==> config.mk <==
export PLATFORM = sky130hd
export DESIGN_NAME = tcw_ctrl
export DESIGN_NICKNAME = d
export VERILOG_FILES = /design/src/hw/rtl/tcw_pkg.sv /design/src/hw/rtl/tcw_ctrl.sv
export VERILOG_INCLUDE_DIRS = /design/src /design/src/hw/rtl
export SDC_FILE = /design/constraint.sdc
export NUM_CORES = 1
export LEC_CHECK = 0
export BUFFER_PORTS_ARGS = -buffer_cell sky130_fd_sc_hd__buf_2
export CAP_MARGIN = 20
export CORE_AREA = 2 2 39 41
export DETAILED_ROUTE_END_ITERATION = 10
export DIE_AREA = 0 0 41 43
export GPL_ROUTABILITY_DRIVEN = 0
export PLACE_DENSITY = 0.58
export SKIP_LAST_GASP = 1
export SYNTH_ARGS = -nofsm -noshare
export SYNTH_HDL_FRONTEND = slang
export SYNTH_SLANG_ARGS = --single-unit
==> constraint.sdc <==
create_clock -name clk -period 3.2 [get_ports clk]
set_input_delay 0.96 -clock clk [delete_from_list [all_inputs] [get_ports clk]]
set_output_delay 0.96 -clock clk [all_outputs]
set_load 0.03 [all_outputs]
==> src/hw/rtl/assert_macros.svh <==
// ----------------------------------------------------------------------------
// assert_macros.svh
// concurrent assertion helpers, empty when SYNTHESIS is defined
// ----------------------------------------------------------------------------
`ifndef ASSERT_MACROS_SVH
`define ASSERT_MACROS_SVH
`ifndef SYNTHESIS
`define TCW_ASSERT_IMP(lbl, clk, rst, a, b) \
  lbl: assert property (@(posedge clk) disable iff (rst) (a) |-> (b)) \
    else $error("tcw assertion failed");
`define TCW_ASSERT_NXT(lbl, clk, rst, a, b) \
  lbl: assert property (@(posedge clk) disable iff (rst) (a) |=> (b)) \
    else $error("tcw assertion failed");
`else
`define TCW_ASSERT_IMP(lbl, clk, rst, a, b)
`define TCW_ASSERT_NXT(lbl, clk, rst, a, b)
`endif
`endif

==> src/hw/rtl/tcw_pkg.sv <==
// ----------------------------------------------------------------------------
// tcw_pkg
// types and constants shared by the text console writer modules
// ----------------------------------------------------------------------------
`timescale 1ns / 1ps
package tcw_pkg;

  localparam int WIDTH_DEF  = 80;
  localparam int HEIGHT_DEF = 25;

  localparam logic [7:0] NEWLINE_CHAR = 8'd10;
  localparam logic [7:0] BLANK_CHAR   = 8'h20;
  localparam logic [7:0] COLOR_RESET  = 8'd7;

  typedef enum logic [2:0] {
    FUNC_PUT_CHAR  = 3'd0,
    FUNC_BACKSPACE = 3'd1,
    FUNC_CLEAR     = 3'd2,
    FUNC_PUT_CELL  = 3'd3,
    FUNC_READ_CELL = 3'd4
  } func_t;

  typedef enum logic [2:0] {
    ST_IDLE,
    ST_EXEC,
    ST_BS_WR,
    ST_RD_WAIT,
    ST_COPY,
    ST_DRAIN,
    ST_FILL
  } state_t;

  typedef enum logic [3:0] {
    DP_NONE,
    DP_LOAD,
    DP_PUT,
    DP_NEWLINE,
    DP_BS_RD,
    DP_BS_WR,
    DP_PUT_CELL,
    DP_RD_CELL,
    DP_CAPTURE,
    DP_CLEAR_INIT,
    DP_COPY,
    DP_DRAIN,
    DP_FILL
  } dp_op_t;

  typedef struct packed {
    logic [2:0] func;
    logic [7:0] char_code;
    logic [7:0] cell_color;
    logic [6:0] col;
    logic [4:0] row;
  } req_t;

  typedef struct packed {
    logic [10:0] cursor_index;
    logic [15:0] cell_value;
  } rsp_t;

  typedef struct packed {
    logic [2:0] func;
    logic       is_newline;
    logic       col_last;
    logic       row_last;
    logic       at_origin;
    logic       cnt_last;
  } dp_status_t;

endpackage

==> src/hw/rtl/tcw_ctrl.sv <==
// ----------------------------------------------------------------------------
// tcw_ctrl
// sequencer for item execution, scroll copy and blank fill sweeps
// ----------------------------------------------------------------------------
`timescale 1ns / 1ps
`include "assert_macros.svh"
module tcw_ctrl (
  input  logic                clk,
  input  logic                rst,
  input  logic                start,
  input  tcw_pkg::dp_status_t status,
  output tcw_pkg::dp_op_t     op,
  output logic                busy,
  output logic                done
);
  import tcw_pkg::*;

  state_t state;
  state_t state_next;
  logic   done_next;

  always_ff @(posedge clk) begin
    if (rst) begin
      state <= ST_IDLE;
      done  <= 1'b0;
    end else begin
      state <= state_next;
      done  <= done_next;
    end
  end

  always_comb begin
    state_next = state;
    done_next  = 1'b0;
    op         = DP_NONE;
    case (state)
      ST_IDLE: begin
        if (start) begin
          op         = DP_LOAD;
          state_next = ST_EXEC;
        end
      end
      ST_EXEC: begin
        done_next  = 1'b1;
        state_next = ST_IDLE;
        case (status.func)
          FUNC_PUT_CHAR: begin
            op = status.is_newline ? DP_NEWLINE : DP_PUT;
            if (status.row_last && (status.is_newline || status.col_last)) begin
              done_next  = 1'b0;
              state_next = ST_COPY;
            end
          end
          FUNC_BACKSPACE: begin
            if (!status.at_origin) begin
              op         = DP_BS_RD;
              done_next  = 1'b0;
              state_next = ST_BS_WR;
            end
          end
          FUNC_CLEAR: begin
            op         = DP_CLEAR_INIT;
            done_next  = 1'b0;
            state_next = ST_FILL;
          end
          FUNC_PUT_CELL: begin
            op = DP_PUT_CELL;
          end
          FUNC_READ_CELL: begin
            op         = DP_RD_CELL;
            done_next  = 1'b0;
            state_next = ST_RD_WAIT;
          end
          default: begin
            op = DP_NONE;
          end
        endcase
      end
      ST_BS_WR: begin
        op         = DP_BS_WR;
        done_next  = 1'b1;
        state_next = ST_IDLE;
      end
      ST_RD_WAIT: begin
        op         = DP_CAPTURE;
        done_next  = 1'b1;
        state_next = ST_IDLE;
      end
      ST_COPY: begin
        op = DP_COPY;
        if (status.cnt_last) begin
          state_next = ST_DRAIN;
        end
      end
      ST_DRAIN: begin
        op         = DP_DRAIN;
        state_next = ST_FILL;
      end
      ST_FILL: begin
        op = DP_FILL;
        if (status.cnt_last) begin
          done_next  = 1'b1;
          state_next = ST_IDLE;
        end
      end
      default: begin
        state_next = ST_IDLE;
      end
    endcase
  end

  assign busy = (state != ST_IDLE);

  `TCW_ASSERT_IMP(a_done_idle, clk, rst, done, state == ST_IDLE)
  `TCW_ASSERT_NXT(a_done_single, clk, rst, done, !done)
  `TCW_ASSERT_NXT(a_accept_exec, clk, rst, start && !busy, state == ST_EXEC)
  `TCW_ASSERT_NXT(a_copy_drain, clk, rst, state == ST_COPY && status.cnt_last,
                  state == ST_DRAIN)

endmodule

==> flow_summary.ini <==
[status]
status = completed

[routing]
wl_um = 972
viasPerCell = 5.34
dr.pass1.iters = 4
ant_nets = 0
remaining_drc_errors = 0
drtIter0Drc = 2
via_count = 465
wl_per_cell_um = 11.2

[finish]
drive_gt1_share_pct = 29.6
regArea_um2 = 80.1
multi_input_area_um2 = 297
antenna_cells = 0
utilization_pct = 36.9
layout.nets = 84
syn_to_final_growth_pct = 16.9
fillers = 145

[synth]
synth_fp_nets = 69
ys.flop_type = dfxtp_1
synth_cell_types = 28
netlist.area_leader.share_pct = 18.3
synth_common_cells = 6 x nor2_1, 5 x a21oi_1, 5 x nand2b_1, 4 x dfxtp_1
synth-xor-area-share_pct = 0
synth_top_family_by_area = compound AO/OA/AOI/OAI gates
muxShareOfSynthArea_pct = 0
synth_edf_count = 0
syn-instance-count = 58
synth-simple-area-share_pct = 31.8
ys_seq_area_share_pct = 18.3
ys_ff_latch = 4
yosysTopAreaCell = dfxtp_1
synth-adder-area-share_pct = 0
synth_area_um2 = 437
synthTopCellsByArea = dfxtp_1 18%, buf_6 7.7%, nand2b_1 7.2%
syn_avg_cell_area_um2 = 7.53
async_flop_share_pct = 0
yosysMostFrequentCell = nor2_1
synth_compound_area_share_pct = 36.1
yosysWarnings = 0

[worst_setup_path]
rr_endpoint = done$_SDFF_PP0_
critical_path.max_fanout = 11
arrival_ns = 1.90
startpoint_type = input port
crit_type = in -> out
r2r_start = state[2]$_SDFFE_PP0P_
rrSetupSlack_ns = 1.96
crit_start = status[6]
worst_setup_path_end_kind = output port
reg2regPathDepth = 3
cp_data_required_time_ns = 2.24

[die]
die_h_um = 43
start_util_pct = 31.6
die_w_um = 41
placement_rows = 14
dieArea_um2 = 1760
coreArea_um2 = 1380
ioPinCount = 17

[clock_tree]
cts_sinks = 4
ctsResizeCount = 0
tritoncts = done
root_buffer = clkbuf_4
clock_tree.buffer_depth = 2
clock_latency_ns = 0.23
clk_pin_slew_ns = 0.04
hold_buffers = 0
cts_buffers = 3
cts_max_level = 1
post_cts_buffers = 0

[worst_hold_path]
hp-class = reg -> reg
worstHoldPathCells = 2
worst_hold_path.endpoint = state[1]$_SDFFE_PP0P_
min_from = state[1]$_SDFFE_PP0P_

[timing]
skew_ns = 0.000570
worst_pin_slew_ns = 0.412
clock.fmax_mhz = 349
fin_tns_setup_ns = 0
report.final.slew_viol_count = 0
final-hold-violation-count = 0
timing.hold.ws_ns = 0.616
finalSetupViolCount = 0
period_share_pct = 89.4
slew_headroom_pct = 72.5
rsz0062_at_grt = no
fin_crit_ns = 2.86

[power]
p_per_area_nw_per_um2 = 436
p_leak_uw = 0.000215
ir_drop_v = 0.0000880
total_power_uw = 223

[global_route]
grt_max_degree = 16
grt_overflow_total = 0
grt_pass1_wl_um = 1530
antenna_found_initial = 0
grt_pass1_vias = 379
grt_use_total_pct = 12.5

[run]
max-cap-violations = 0

[placement]
io_buffers = 16
dp_hpwl_um = 750
-- power breakdown --
part	leakage (uW)	internal, uW	switching (uW)
Sequential	0.0000329	55.6	13.1
Combinational	0.000168	35.9	55.9
Clock	0.0000138	41.9	20.3
-- how the worst max path moves through the flow --
stage | to | slack [ns]
detailed placement | op[0] | 0.34
global route | op[0] | 0.28
global placement | op[0] | 0.35
CTS | op[0] | 0.34
finish | op[0] | 0.34
floorplan | op[3] | 0.35
-- per-stage QoR --
step,setup slack [ns],area [um2],cells
2_1_floorplan,0.351,437,58
3_3_place_gp,0.351,488,84
3_5_place_dp,0.338,488,84
4_1_cts,0.335,510,87
5_1_grt,0.282,510,87
6_report,0.338,510,87
-- flip-flops by register name, summed over array words and instances (netlist names) --
| register | count |
|---|---|
| done | 1 |
| state | 3 |
-- cells by family after synthesis --
kind of cell | after synthesis
and+or+nand+nor | 23
buffers and inverters | 9
AOI/OAI and AO/OA | 22
DFF | 4
-- final cells by class --
cell class / instances / area share [%]
Timing Repair Buffer: 16 / 15.7
Tap cell: 16 / 3.92
Clock buffer: 3 / 4.41
Multi-Input combinational cell: 45 / 58.1
Sequential cell: 4 / 15.7
Inverter: 3 / 2.21
-- cell usage in the layout, fill, tap and decap left out, drive strengths merged, types with 3 or more instances in the layout --
cell,instances
buf,16
nor2,6
nand2b,5
a21oi,5
dfxtp,4
o21ai,4
or3,3
inv,3
nor2b,3
clkbuf,3
nor3b,3
-- layer usage --
metal	track usage (%)	part of all wire, %	vias to the layer above
li1	-	-	242
met1	19.1	51	207
met2	15.6	44	16
met3	0	4.9	0
met4	10.0	0	0
met5	0	0	-
-- worst max-delay path, cell delays in order --
cell     delay (ns)
buf_2          0.16
or3_1          0.37
a21oi_1        0.14
o32ai_1        0.08
buf_2          0.19
Note: power is estimated with default switching activity, not from simulation.
